## src/rtl/dc_pkg.sv

```systemverilog
// shared types and constants of the divisor count block
package dc_pkg;

    localparam int VALUE_IN_W = 32;
    localparam int EXT_W      = 64;
    localparam int TOTAL_W    = 11;
    localparam logic [TOTAL_W-1:0] TOTAL_MAX = 11'd2047;
    localparam int FIRST_PRIME = 2;

    typedef enum logic [2:0] {
        ST_IDLE,
        ST_LAUNCH,
        ST_DIV,
        ST_DECIDE,
        ST_FINISH
    } dc_state_t;

    typedef struct packed {
        logic load;
        logic div_start;
        logic take_quotient;
        logic next_prime;
        logic finish;
    } dc_cmd_t;

    typedef struct packed {
        logic n_zero;
        logic div_busy;
        logic rem_zero;
        logic exp_zero;
        logic n_gt1;
        logic p_le_q;
    } dc_status_t;

endpackage

```

## src/rtl/dc_divider.sv

```systemverilog
// bit-serial restoring divider, one quotient bit per cycle
module dc_divider #(
    parameter int W = 32
) (
    input  logic         clk,
    input  logic         rst_n,
    input  logic         start,
    input  logic [W-1:0] dividend,
    input  logic [W-1:0] divisor,
    output logic         busy,
    output logic [W-1:0] quotient,
    output logic [W-1:0] remainder
);

    localparam int CNT_W = $clog2(W);

    logic             busy_reg;
    logic [CNT_W-1:0] count_reg;
    logic [W-1:0]     quo_reg;
    logic [W-1:0]     rem_reg;

    logic [W:0]   rem_shift;
    logic [W:0]   diff;
    logic         fits;
    logic [W-1:0] rem_next;
    logic [W-1:0] quo_next;

    always_comb
    begin
        rem_shift = {rem_reg, quo_reg[W-1]};
        diff      = rem_shift - {1'b0, divisor};
        fits      = !diff[W];
        rem_next  = fits ? diff[W-1:0] : rem_shift[W-1:0];
        quo_next  = {quo_reg[W-2:0], fits};
    end

    always_ff @(posedge clk or negedge rst_n)
    begin
        if (!rst_n)
        begin
            busy_reg  <= 1'b0;
            count_reg <= '0;
        end
        else if (start)
        begin
            busy_reg  <= 1'b1;
            count_reg <= CNT_W'(W - 1);
        end
        else if (busy_reg)
        begin
            if (count_reg == '0)
            begin
                busy_reg <= 1'b0;
            end
            count_reg <= count_reg - 1'b1;
        end
    end

    always_ff @(posedge clk)
    begin
        if (start)
        begin
            quo_reg <= dividend;
            rem_reg <= '0;
        end
        else if (busy_reg)
        begin
            quo_reg <= quo_next;
            rem_reg <= rem_next;
        end
    end

    assign busy      = busy_reg;
    assign quotient  = quo_reg;
    assign remainder = rem_reg;

endmodule

```

## src/rtl/dc_datapath.sv

```systemverilog
// working value, trial divisor, exponent and running product
module dc_datapath #(
    parameter int W = 32
) (
    input  logic                         clk,
    input  logic                         rst_n,
    input  logic [dc_pkg::VALUE_IN_W-1:0] value_in,
    input  dc_pkg::dc_cmd_t              cmd,
    output dc_pkg::dc_status_t           status,
    output logic [dc_pkg::TOTAL_W-1:0]   divisor_total,
    output logic                         done
);

    localparam int EXP_W = $clog2(W + 2);
    localparam int MUL_W = dc_pkg::TOTAL_W + EXP_W;

    logic [W-1:0]                n_reg;
    logic [W-1:0]                p_reg;
    logic [EXP_W-1:0]            exp_reg;
    logic [dc_pkg::TOTAL_W-1:0]  prod_reg;
    logic [dc_pkg::TOTAL_W-1:0]  total_reg;
    logic                        done_reg;

    logic [dc_pkg::EXT_W-1:0]    value_ext;
    logic                        div_busy;
    logic [W-1:0]                quotient;
    logic [W-1:0]                remainder;
    logic [EXP_W-1:0]            factor;
    logic [MUL_W-1:0]            mul_full;
    logic [dc_pkg::TOTAL_W-1:0]  prod_next;
    logic [dc_pkg::TOTAL_W-1:0]  doubled;
    logic [dc_pkg::TOTAL_W-1:0]  total_next;

    dc_divider #(
        .W (W)
    ) u_divider (
        .clk       (clk),
        .rst_n     (rst_n),
        .start     (cmd.div_start),
        .dividend  (n_reg),
        .divisor   (p_reg),
        .busy      (div_busy),
        .quotient  (quotient),
        .remainder (remainder)
    );

    always_comb
    begin
        value_ext = {{(dc_pkg::EXT_W - dc_pkg::VALUE_IN_W){1'b0}}, value_in};
        factor    = exp_reg + 1'b1;
        mul_full  = MUL_W'(prod_reg) * MUL_W'(factor);
        // saturating product, exact since every factor is at least one
        prod_next = (mul_full > MUL_W'(dc_pkg::TOTAL_MAX)) ? dc_pkg::TOTAL_MAX
                                                           : mul_full[dc_pkg::TOTAL_W-1:0];
        doubled   = prod_reg[dc_pkg::TOTAL_W-1] ? dc_pkg::TOTAL_MAX
                                                : {prod_reg[dc_pkg::TOTAL_W-2:0], 1'b0};
        if (n_reg == '0)
        begin
            total_next = '0;
        end
        else if (n_reg > W'(1))
        begin
            // leftover above one is a single prime
            total_next = doubled;
        end
        else
        begin
            total_next = prod_reg;
        end
    end

    always_ff @(posedge clk)
    begin
        if (cmd.load)
        begin
            n_reg    <= value_ext[W-1:0];
            p_reg    <= W'(dc_pkg::FIRST_PRIME);
            exp_reg  <= '0;
            prod_reg <= dc_pkg::TOTAL_W'(1);
        end
        else if (cmd.take_quotient)
        begin
            n_reg   <= quotient;
            exp_reg <= exp_reg + 1'b1;
        end
        else if (cmd.next_prime)
        begin
            prod_reg <= prod_next;
            exp_reg  <= '0;
            p_reg    <= (p_reg == W'(dc_pkg::FIRST_PRIME)) ? p_reg + W'(1) : p_reg + W'(2);
        end
        if (cmd.finish)
        begin
            total_reg <= total_next;
        end
    end

    always_ff @(posedge clk or negedge rst_n)
    begin
        if (!rst_n)
        begin
            done_reg <= 1'b0;
        end
        else
        begin
            done_reg <= cmd.finish;
        end
    end

    always_comb
    begin
        status.n_zero   = (n_reg == '0);
        status.div_busy = div_busy;
        status.rem_zero = (remainder == '0);
        status.exp_zero = (exp_reg == '0);
        status.n_gt1    = (n_reg > W'(1));
        status.p_le_q   = (p_reg <= quotient);
    end

    assign divisor_total = total_reg;
    assign done          = done_reg;

endmodule

```

## src/rtl/dc_ctrl.sv

```systemverilog
// sequencer for the trial division loop
module dc_ctrl (
    input  logic               clk,
    input  logic               rst_n,
    input  logic               start,
    input  dc_pkg::dc_status_t status,
    output dc_pkg::dc_cmd_t    cmd,
    output logic               busy
);

    dc_pkg::dc_state_t state_reg;
    dc_pkg::dc_state_t state_next;

    always_ff @(posedge clk or negedge rst_n)
    begin
        if (!rst_n)
        begin
            state_reg <= dc_pkg::ST_IDLE;
        end
        else
        begin
            state_reg <= state_next;
        end
    end

    always_comb
    begin
        state_next = state_reg;
        case (state_reg)
            dc_pkg::ST_IDLE:
            begin
                if (start)
                begin
                    state_next = dc_pkg::ST_LAUNCH;
                end
            end
            dc_pkg::ST_LAUNCH:
            begin
                state_next = status.n_zero ? dc_pkg::ST_FINISH : dc_pkg::ST_DIV;
            end
            dc_pkg::ST_DIV:
            begin
                if (!status.div_busy)
                begin
                    state_next = dc_pkg::ST_DECIDE;
                end
            end
            dc_pkg::ST_DECIDE:
            begin
                // fresh divisor: stop once n is at most one or p exceeds n / p
                if (status.exp_zero && !(status.n_gt1 && status.p_le_q))
                begin
                    state_next = dc_pkg::ST_FINISH;
                end
                else
                begin
                    state_next = dc_pkg::ST_LAUNCH;
                end
            end
            dc_pkg::ST_FINISH:
            begin
                state_next = dc_pkg::ST_IDLE;
            end
            default:
            begin
                state_next = dc_pkg::ST_IDLE;
            end
        endcase
    end

    always_comb
    begin
        cmd  = '0;
        busy = 1'b1;
        case (state_reg)
            dc_pkg::ST_IDLE:
            begin
                busy     = 1'b0;
                cmd.load = start;
            end
            dc_pkg::ST_LAUNCH:
            begin
                cmd.div_start = !status.n_zero;
            end
            dc_pkg::ST_DIV:
            begin
                cmd = '0;
            end
            dc_pkg::ST_DECIDE:
            begin
                if (!(status.exp_zero && !(status.n_gt1 && status.p_le_q)))
                begin
                    cmd.take_quotient = status.rem_zero;
                    cmd.next_prime    = !status.rem_zero;
                end
            end
            dc_pkg::ST_FINISH:
            begin
                cmd.finish = 1'b1;
            end
            default:
            begin
                cmd = '0;
            end
        endcase
    end

endmodule

```

## src/rtl/divisor_count.sv

```systemverilog
// Counts the positive divisors of value_in by trial division (2, then odd numbers),
// dividing each factor out and multiplying (exponent + 1) into a product that
// saturates at 2047; an input of zero gives 0. A beat is taken when start is high
// and busy is low; the answer is held on divisor_total, with done high for one cycle
// when it appears, and the receiver cannot stall it. Every trial step is one division
// through a single bit-serial divider, and a new value is taken only once busy is low.
module divisor_count #(
    parameter int VALUE_BITS = 32
) (
    input  logic                          clk,
    input  logic                          rst_n,
    input  logic                          start,
    input  logic [dc_pkg::VALUE_IN_W-1:0] value_in,
    output logic                          busy,
    output logic                          done,
    output logic [dc_pkg::TOTAL_W-1:0]    divisor_total
);

    dc_pkg::dc_cmd_t    cmd;
    dc_pkg::dc_status_t status;

    dc_ctrl u_ctrl (
        .clk    (clk),
        .rst_n  (rst_n),
        .start  (start),
        .status (status),
        .cmd    (cmd),
        .busy   (busy)
    );

    dc_datapath #(
        .W (VALUE_BITS)
    ) u_datapath (
        .clk           (clk),
        .rst_n         (rst_n),
        .value_in      (value_in),
        .cmd           (cmd),
        .status        (status),
        .divisor_total (divisor_total),
        .done          (done)
    );

endmodule

```

## config.mk

```make
export PLATFORM = sky130hd
export DESIGN_NAME = divisor_count
export DESIGN_NICKNAME = d
export VERILOG_FILES = /design/src/rtl/dc_pkg.sv /design/src/rtl/dc_divider.sv /design/src/rtl/dc_datapath.sv /design/src/rtl/dc_ctrl.sv /design/src/rtl/divisor_count.sv
export SDC_FILE = /design/constraint.sdc
export NUM_CORES = 1
export LEC_CHECK = 0
export BUFFER_PORTS_ARGS = -buffer_cell sky130_fd_sc_hd__buf_2
export CAP_MARGIN = 20
export CORE_UTILIZATION = 35
export DETAILED_ROUTE_END_ITERATION = 10
export SYNTH_ARGS = -nofsm -noshare
export SYNTH_HDL_FRONTEND = slang
export SYNTH_SLANG_ARGS = --single-unit
```

## constraint.sdc

```tcl
create_clock -name clk -period 13.2 [get_ports clk]
set_input_delay 1.98 -clock clk [delete_from_list [all_inputs] [get_ports clk]]
set_output_delay 1.98 -clock clk [all_outputs]
set_load 0.02 [all_outputs]
```

Word-level counts from Yosys, hierarchy flattened
Cells that the tools add are included.
{ "op_classes": {"multipliers": 1, "addsub": 5, "mux": 27, "bitwise_logic": 1, "eq_ne": 7, "reduce_logical": 16, "order_cmp": 3} }
{ "ops": {"columns": ["cell", "n"], "rows": [
  ["two-way mux 32 bit", 6],
  ["logical NOT 32 bit", 2],
  ["two-way mux 11 bit", 3],
  ["subtractor 33 x 32 -> 33 bit", 1],
  ["adder 32 x 1 -> 32 bit, second input constant", 1],
  ["adder 32 x 2 -> 32 bit, second input constant", 1],
  ["== test 32 x 2 -> 1 bit, second input constant", 1],
  ["> comparator 32 x 1 -> 1 bit, second input constant", 1],
  ["<= comparator 32 bit", 1],
  ["> comparator 17 x 11 -> 1 bit, second input constant", 1],
  ["multiplier 11 x 6 -> 17 bit", 1],
  ["two-way mux 3 bit", 4],
  ["two-way mux 6 bit", 2],
  ["case mux 3 bit (4 select lines)", 1],
  ["two-way mux 5 bit", 2],
  ["two-way mux 1 bit", 7],
  ["adder 6 x 1 -> 6 bit, second input constant", 1],
  ["== test 3 x 2 -> 1 bit, second input constant", 2],
  ["logical NOT 6 bit", 1],
  ["nonzero test 2 bit", 3],
  ["logical NOT 5 bit", 1],
  ["subtractor 5 x 1 -> 5 bit, second input constant", 1],
  ["logical NOT 1 bit", 4],
  ["two-way mux 2 bit", 2],
  ["7 further kinds", 10]
]} }
{ "word_totals": {"reg_bits": 166, "wordCells": 71, "output_inout_bits": 13, "input_bits": 35} }

Longest topological paths before layout
Gate-level depths: netlist of run 1.
{ "logic_depth": {"ltp_word": 8, "depth_mapped": 24, "ltp_nobuf": 20} }

Hierarchy
From an unflattened synthesis of run 1, not the netlist that was laid out.
{ "unflattened": {"cells_unflattened": 1374, "area_unflattened_um2": 12388.1} }
{ "by_module_without_submodules": {"columns": ["mod", "area_each_um2", "instances", "seq_area_each_um2", "cells_each"], "rows": [
  ["dc_datapath", 7095.6, 1, 2297.2, 808],
  ["dc_divider", 5097.4, 1, 1751.7, 543],
  ["dc_ctrl", 195.2, 1, 75.1, 23]
]} }

Worst setup path before layout of run 1
No wires, ideal clock.
{ "synth_path": {"path_kind": "flip-flop to flip-flop", "startpoint": "register u_datapath.exp_reg[0]", "endpoint": "register u_datapath.prod_reg[10] in the netlist's numbering", "setup_ns": 0.133, "t_required_ns": 13.067, "setup_slack_ns": 7.810, "synth_period_minus_slack_ns": 5.390, "t_arrival_ns": 5.257, "path_stages_with_launch": 21, "n_path_buf": 3, "cell_sequence": "dfxtp_1 > clkbuf_1 > and3_1 > nand3_1 > xor2_1 > clkbuf_1 > nand2b_1 > fa_1 > fa_1 > fa_1 > inv_1 > ha_1 > a21oi_1 > nor2b_1 > o41a_1 > o41ai_2 > o41ai_1 > or4_1 > clkbuf_1 > nor3_1 > a211oi_1"} }
{ "synth_between": {"elab_chain_len": 6, "word_cells_on_any_way": 10, "cone_classes": "1 x add/sub; 1 x mul; 1 x order compare; 3 x mux; 1 x bitwise; 3 x reduce/logical"} }
{ "synth_rtl": {"columns": ["item", "line", "text"], "rows": [
  ["start, declared", "dc_datapath.sv:19", "logic [EXP_W-1:0] exp_reg;"],
  ["start signal, assigned", "dc_datapath.sv:84", "exp_reg <= exp_reg + 1'b1;"],
  ["parallel branches: the longest is 6 deep, another holds multiplier 11 x 6 -> 17 bit", null, null],
  ["end signal, assigned", "dc_datapath.sv:79", "prod_reg <= dc_pkg::TOTAL_W'(1);"],
  ["end signal, assigned", "dc_datapath.sv:88", "prod_reg <= prod_next;"],
  ["end, declared", "dc_datapath.sv:20", "logic [dc_pkg::TOTAL_W-1:0] prod_reg;"]
]} }
Parallel ways; which one is timed is not known.
A chain may end at the register's enable or synchronous reset.

Worst setup path after layout of run 1
Same ends and word-level chain as after synthesis.

==> results of run 1 <==
==> cell families after synthesis <==
family	count (synthesis)	synth area share (%)
buffers and inverters	206	6.68
and+or+nand+nor	482	19.6
xor gates and xnor gates	63	4.58
DFF	166	34.2
muxes	19	1.61
AOI/OAI and AO/OA	339	17.0
adders and majority gates	134	16.3
==> per-layer routing <==
| metal | routed length [um] | up-vias | track usage [%] |
|---|---|---|---|
| met4 | 575 | 0 | 6.41 |
| met3 | 1110 | 34 | 2.36 |
| li1 | - | 4929 | - |
| met1 | 14400 | 4720 | 23.7 |
| met2 | 13800 | 209 | 28.9 |
| met5 | 0 | - | 0 |
==> area by class of cell <==
type	instances	area, sq um
inverter	137	514
fill	3371	20500
timing repair buffer	60	353
clock buffer	17	425
sequential	166	4130
tap	448	561
clock inverter	14	128
multi-input combinational	1037	7130
==> layout by cell type, fill, tap and decap left out, types with 31 or more instances in the layout <==
cell and count:
sky130_fd_sc_hd__o21ai_0 127, sky130_fd_sc_hd__nor2b_1 39, sky130_fd_sc_hd__a21o_1 31, sky130_fd_sc_hd__nor4_1 34
sky130_fd_sc_hd__inv_1 137, sky130_fd_sc_hd__nor3_1 36, sky130_fd_sc_hd__nor2_1 105, sky130_fd_sc_hd__ha_1 96
sky130_fd_sc_hd__dfxtp_1 81, sky130_fd_sc_hd__buf_2 47, sky130_fd_sc_hd__xnor2_1 49, sky130_fd_sc_hd__edfxtp_1 75
sky130_fd_sc_hd__fa_1 38, sky130_fd_sc_hd__a21oi_1 99, sky130_fd_sc_hd__nand2_1 149
==> worst reg2reg max path, stage by stage (launching register included) <==
cell and delay, ns:
sky130_fd_sc_hd__dfxtp_1 0.54, sky130_fd_sc_hd__ha_1 0.29, sky130_fd_sc_hd__nand3_1 0.12, sky130_fd_sc_hd__xor2_1 0.70
sky130_fd_sc_hd__nand2b_1 0.23, sky130_fd_sc_hd__fa_1 0.45, sky130_fd_sc_hd__fa_1 0.51, sky130_fd_sc_hd__fa_1 0.54
sky130_fd_sc_hd__inv_1 0.04, sky130_fd_sc_hd__ha_1 0.32, sky130_fd_sc_hd__nor2b_1 0.14, sky130_fd_sc_hd__o21ai_0 0.21
sky130_fd_sc_hd__a21boi_0 0.15, sky130_fd_sc_hd__o21ai_0 0.26, sky130_fd_sc_hd__a21oi_1 0.16, sky130_fd_sc_hd__a211oi_1 0.30
sky130_fd_sc_hd__xnor2_1 0.09, sky130_fd_sc_hd__or4_1 0.64, sky130_fd_sc_hd__nor3_1 0.23, sky130_fd_sc_hd__a211oi_1 0.07
==> per-stage QoR <==
stage	area (sq um)	hold WS, ns	worst slack (ns)	power, mW
global route	13200	0.530	6.52	3.22
global placement	12700	0.474	7.26	2.43
floorplan	12000	0.457	7.81	2.13
detailed placement	12700	0.486	7.10	2.47
finish	13200	0.495	7.02	2.95
CTS	13200	0.495	7.07	2.96
==> power groups by stage <==
stage / clock network, mW / registers (mW) / logic [mW]
floorplan: 0 / 0.853 / 1.28
global placement: 0 / 0.934 / 1.50
detailed placement: 0 / 0.936 / 1.53
CTS: 0.497 / 0.928 / 1.54
global route: 0.517 / 0.950 / 1.75
finish: 0.489 / 0.929 / 1.54
==> worst max path at each step <==
stage	to	slack [ns]	cells past startpoint
final	u_datapath.prod_reg[10]$_SDFFE_PP0P_	7.02	19
after detailed placement	u_datapath.prod_reg[10]$_SDFFE_PP0P_	7.10	19
after CTS	u_datapath.prod_reg[10]$_SDFFE_PP0P_	7.07	19
after global placement	u_datapath.prod_reg[10]$_SDFFE_PP0P_	7.26	19
after floorplan	u_datapath.prod_reg[10]$_SDFFE_PP0P_	7.81	20
after global routing	u_datapath.prod_reg[10]$_SDFFE_PP0P_	6.52	19
==> run metrics, run 1 <==
worst path buffer plus inverter count 1; slowest stage cell on the critical path sky130_fd_sc_hd__xor2_1; PostCTS Resize Cnt 0; required time of the critical path 13.46 ns; Clock Tree Buf Depth 2; post-layout minimum cycle time 6.18 ns; Worst Setup Start Kind register; worst IR drop on VDD about 0.15 mV; fraction of registers with async set or reset after synthesis under 10%; average footprint of a synthesized cell 8.55 sq um; routed len/inst approximately 16 um; post-route clock period utilization 46.8%; count of port buffers added during placement 47; number of stages on the worst hold path 2; Final Hold Violating Endpoints 0; count of vias placed by the detailed router 9892; RSZ-0062 raised after global routing no; hold crit path type register to register; number of antenna cells inserted 0; setup_tns 0 ns; DRC violations left 0; number of buffers inserted for hold repair after clock tree synthesis 0; # H-tree levels 4; Seq/Total Area, Yosys approximately 34%; Arr. time, crit path 6.44 ns; Worst Max-Slew Pin Slew 1.01 ns; result of the run complete, no violations; net switching power approximately 1.3 mW; Rel. slew slack around a third; floorplan die height 188 um; number of sinks handled by clock tree synthesis 166; number of global-route vias before repair roughly 9.7k; setup repair bufs after CTS 0; most frequently used flop master after synthesis sky130_fd_sc_hd__dfxtp_1; number of CTS-inserted buffers 17; total setup violations reported at the end of the flow 0; worst-path maximum fanout 12; number of nets with antenna violations after detailed routing 0; kind of cell adding the most delay to the critical path adder cells; number of storage elements in the synthesis netlist 166; Synth Cell Area 12000 sq um; post-detail-place hpwl 21800 um; clock root buffer sky130_fd_sc_hd__clkbuf_16; Cell Count Post-Placement between 1.5k and 2k; CTS tree done; top cells by area in the synthesized netlist sky130_fd_sc_hd__edfxtp_1, sky130_fd_sc_hd__dfxtp_1, sky130_fd_sc_hd__ha_1; Routability Congestion 0.855; clk_lat worst skew ~0.44 ns; number of detailed-route iterations in the first pass 6; final max-slew violation count 0; Distinct cells, synth 69; placeable core region 33700 sq um; Chip Width 188 um; # Max-Cap Violations 0; sw frac ~44%; clock transition time at the flip-flop clock pins of the worst setup and hold paths approximately 0.07 ns; floorplan row count 67; most frequent CP cell sky130_fd_sc_hd__fa_1; internal power summed over all cells 1.67 mW; count of synthesis-stage warnings from yosys 0; Post-synth top cells sky130_fd_sc_hd__nand2_1, sky130_fd_sc_hd__inv_1, sky130_fd_sc_hd__o21ai_0; count of flip-flops with a built-in enable after synthesis 75; Final Instance Count excl. Fillers 1879; Crit path largest cell delay 0.70 ns; top-area cell type share of the netlist area between 10% and 20%; slack of the worst reg-to-reg path ~7 ns; cell count after synthesis 1409; # IOs 48; global-route wire length before repair 49800 um; endpoint of the worst-slack reg-to-reg timing path u_datapath.prod_reg[10]$_SDFFE_PP0P_; launch instance of the worst min-delay path u_datapath.exp_reg[1]$_SDFFE_PP0P_; Lkg Pwr 5.39 nW; post-detailed-route via-to-cell ratio 5.26; Initial DRC Count about 550; terminating pin of the worst hold path u_datapath.exp_reg[1]$_SDFFE_PP0P_; Die ar. about 35000 sq um; layout overhead on the synthesized area 9.91%; Initial Util 35.7%; initial antenna violation count 0; relative contribution of the clock network to total power 16.6%; RR Startpoint u_datapath.exp_reg[0]$_SDFFE_PP0P_; pin count of the biggest net entering global routing 100; portion of total power attributed to sequential cells a little under a third; worst r2r path cells 19; areal power density over the cells 223 nW/um^2; GRT Total Usage between 15 and 20%; combinational power share a little over half; total nets after synthesis between 1.5k and 2k; post-detailed-routing wire length 29800 um; ratio of cells with drive above 1 in the final layout roughly 8%; global route overflow 0; CP cell instances ha_1 > nand3_1 > xor2_1 > nand2b_1 > fa_1 > fa_1 > fa_1 > inv_1 > ha_1 > nor2b_1 > o21ai_0 > a21boi_0 > o21ai_0 > a21oi_1 > a211oi_1 > xnor2_1 > or4_1 > nor3_1 > a211oi_1; peak clock frequency supported by timing ~160 MHz; post-synth top area cell sky130_fd_sc_hd__edfxtp_1; cell with the most instances after synthesis sky130_fd_sc_hd__nand2_1; first element of the critical path u_datapath.exp_reg[0]$_SDFFE_PP0P_; sort of element at the end of the critical path register; worst clock skew 0.0134 ns; Nets 1588; utilization after layout 39.3%; type of the worst setup path register to register
No activity file was read; power rests on OpenSTA's default activity.
==> inputs of run 2 (changes only) <==
Clock period 13.2 ns to 6.4 ns, I/O delays scaled along.
==> run 2 against run 1 <==
Clock power grew 120%. Non-clock buffer count grew 1. Via count shrank 0.38%. Sequential share of layout area shrank 0.082 points. Clock skew shrank 0.0021 ns. First-iteration DRC count grew 16%. Critical path type unchanged. Largest cell class unchanged.
==> run metrics, run 2 (same netlist as run 1, synthesis figures left out) <==
# H-tree levels 4; floorplan die height 188 um; global-route wire length before repair 49100 um; worst clock skew 0.0113 ns; Rel. slew slack 34.9%; combinational power share 51.4%; post-detail-place hpwl 21500 um; worst IR drop on VDD roughly 0.28 mV; result of the run complete, no violations; area of placed instances 12700 sq um; number of global-route vias before repair 9494; relative contribution of the clock network to total power 17.4%; Chip Width 188 um; portion of total power attributed to sequential cells 31.1%; setup_tns 0 ns; RSZ-0062 raised after global routing no; ratio of cells with drive above 1 in the final layout 8.09%; count of port buffers added during placement 47; Lkg Pwr 5.42 nW; # Max-Cap Violations 0; initial antenna violation count 0; total setup violations reported at the end of the flow 0; post-route clock period utilization 90.0%; pin count of the biggest net entering global routing 97; peak clock frequency supported by timing 174 MHz; CTS tree done; Final Hold Violating Endpoints 0; placeable core region roughly 34000 sq um; type of the worst setup path register to register; GRT Total Usage 17.3%; Arr. time, crit path 6.06 ns; number of antenna cells inserted 0; most common library cell in the layout ignoring fill and taps sky130_fd_sc_hd__nand2_1; number of fill cells in the layout 3441; number of CTS-inserted buffers 17; Storage cell area 4130 sq um; Clock Tree Buf Depth 2; post-detailed-routing wire length 29600 um; utilization after layout between 30% and 40%; post-layout minimum cycle time 5.76 ns; sort of element at the end of the critical path register; routed len/inst 15.7 um; most used cells in the layout excluding fill and tap cells sky130_fd_sc_hd__nand2_1, sky130_fd_sc_hd__inv_1, sky130_fd_sc_hd__o21ai_0; clock transition time at the flip-flop clock pins of the worst setup and hold paths 0.07 ns; number of sinks handled by clock tree synthesis 166; areal power density over the cells about 460 nW/um^2; layout overhead on the synthesized area 10.2%; # IOs 48; Crit path largest cell delay around 0.66 ns; CP cell instances inv_1 > ha_1 > and2_1 > fa_1 > inv_1 > fa_1 > fa_1 > inv_1 > ha_1 > nor2b_1 > o21ai_0 > a21boi_0 > o21ai_0 > a21oi_1 > a211oi_1 > xnor2_1 > or4_1 > nor3_1 > a211oi_1; Die ar. 35200 sq um; count of vias placed by the detailed router 9854; post-route worst hold slack 0.375 ns; post-detailed-route via-to-cell ratio 5.24; setup repair bufs after CTS 0; internal power summed over all cells 3.48 mW; floorplan row count 67; required time of the critical path 6.70 ns; final max-slew violation count 0; DRC violations left 0; net switching power about 2.6 mW; Worst Max-Slew Pin Slew 0.966 ns; number of detailed-route iterations in the first pass 5; slowest stage cell on the critical path sky130_fd_sc_hd__or4_1; worst-path maximum fanout 11; global route overflow 0; Initial DRC Count 639; Routability Congestion a little under 0.9; Nets 1589; number of nets with antenna violations after detailed routing 0; clk_lat worst skew 0.44 ns; clock root buffer sky130_fd_sc_hd__clkbuf_16; fin area 13300 sq um; hold crit path type primary input to asynchronous set/reset pin; multi-input logic area 7140 sq um; Initial Util 35.7%; sw frac 43.2%; Worst Setup Start Kind register
==> run 2: per-layer routing <==
layer	track usage (%)	vias to the layer above	share of wire, %
met5	0	-	0
li1	-	4946	-
met3	2.23	31	3.5
met2	27.9	199	46
met4	5.91	0	1.8
met1	24.0	4678	49
==> run 2: final cells by class <==
class | count | area share [%]
repair buffers | 61 | 2.56
clock buffers | 17 | 3.20
inverters | 137 | 3.87
flip-flops and latches | 166 | 31.1
multi-input cells | 1037 | 53.8
clock inverters | 15 | 1.26
well taps | 448 | 4.22
==> run 2: critical path, delay by kind of cell, from the launching register on <==
family / cells / cell delay [ns]
DFF: 1 / 0.54
buffers and inverters: 3 / 0.31
xor gates and xnor gates: 1 / 0.09
and+or+nand+nor: 4 / 1.28
AOI/OAI and AO/OA: 6 / 1.08
adders and majority gates: 5 / 2.32
==> run 2: per-stage QoR <==
stage / setup WS, ns / total power [mW] / instances
detailed placement: 0.544 / 5.06 / 1849
global route: 0.0839 / 6.67 / 1881
global placement: 0.681 / 5.00 / 1849
floorplan: 1.01 / 4.40 / 1409
finish: 0.640 / 6.12 / 1881
CTS: 0.530 / 6.15 / 1881
==> run 2: final timing paths <==
path	from	to	slack, ns	cells past startpoint
min	rst_n	u_datapath.done$_DFF_PN0_	0.38	1
max	u_datapath.exp_reg[0]$_SDFFE_PP0P_	u_datapath.prod_reg[10]$_SDFFE_PP0P_	0.64	19
min reg2reg	u_datapath.exp_reg[1]$_SDFFE_PP0P_	u_datapath.exp_reg[1]$_SDFFE_PP0P_	0.48	2
min in group clk	u_datapath.exp_reg[1]$_SDFFE_PP0P_	u_datapath.exp_reg[1]$_SDFFE_PP0P_	0.48	2
max in group asynchronous	rst_n	u_datapath.u_divider.busy$_DFF_PN0_	5.81	1
max reg2reg	u_datapath.exp_reg[0]$_SDFFE_PP0P_	u_datapath.prod_reg[10]$_SDFFE_PP0P_	0.64	19
==> run 2: timing repair <==
item,in CTS,in global routing
gates resized for setup,0,1
hold buffers,0,0
setup endpoints to repair,0,3
==> run 2: power by group through the flow <==
stage	sequential [mW]	combinational [mW]	clock, mW
floorplan	1.76	2.64	0
global placement	1.91	3.08	0
detailed placement	1.92	3.14	0
CTS	1.90	3.16	1.09
global route	1.95	3.59	1.13
finish	1.91	3.15	1.07
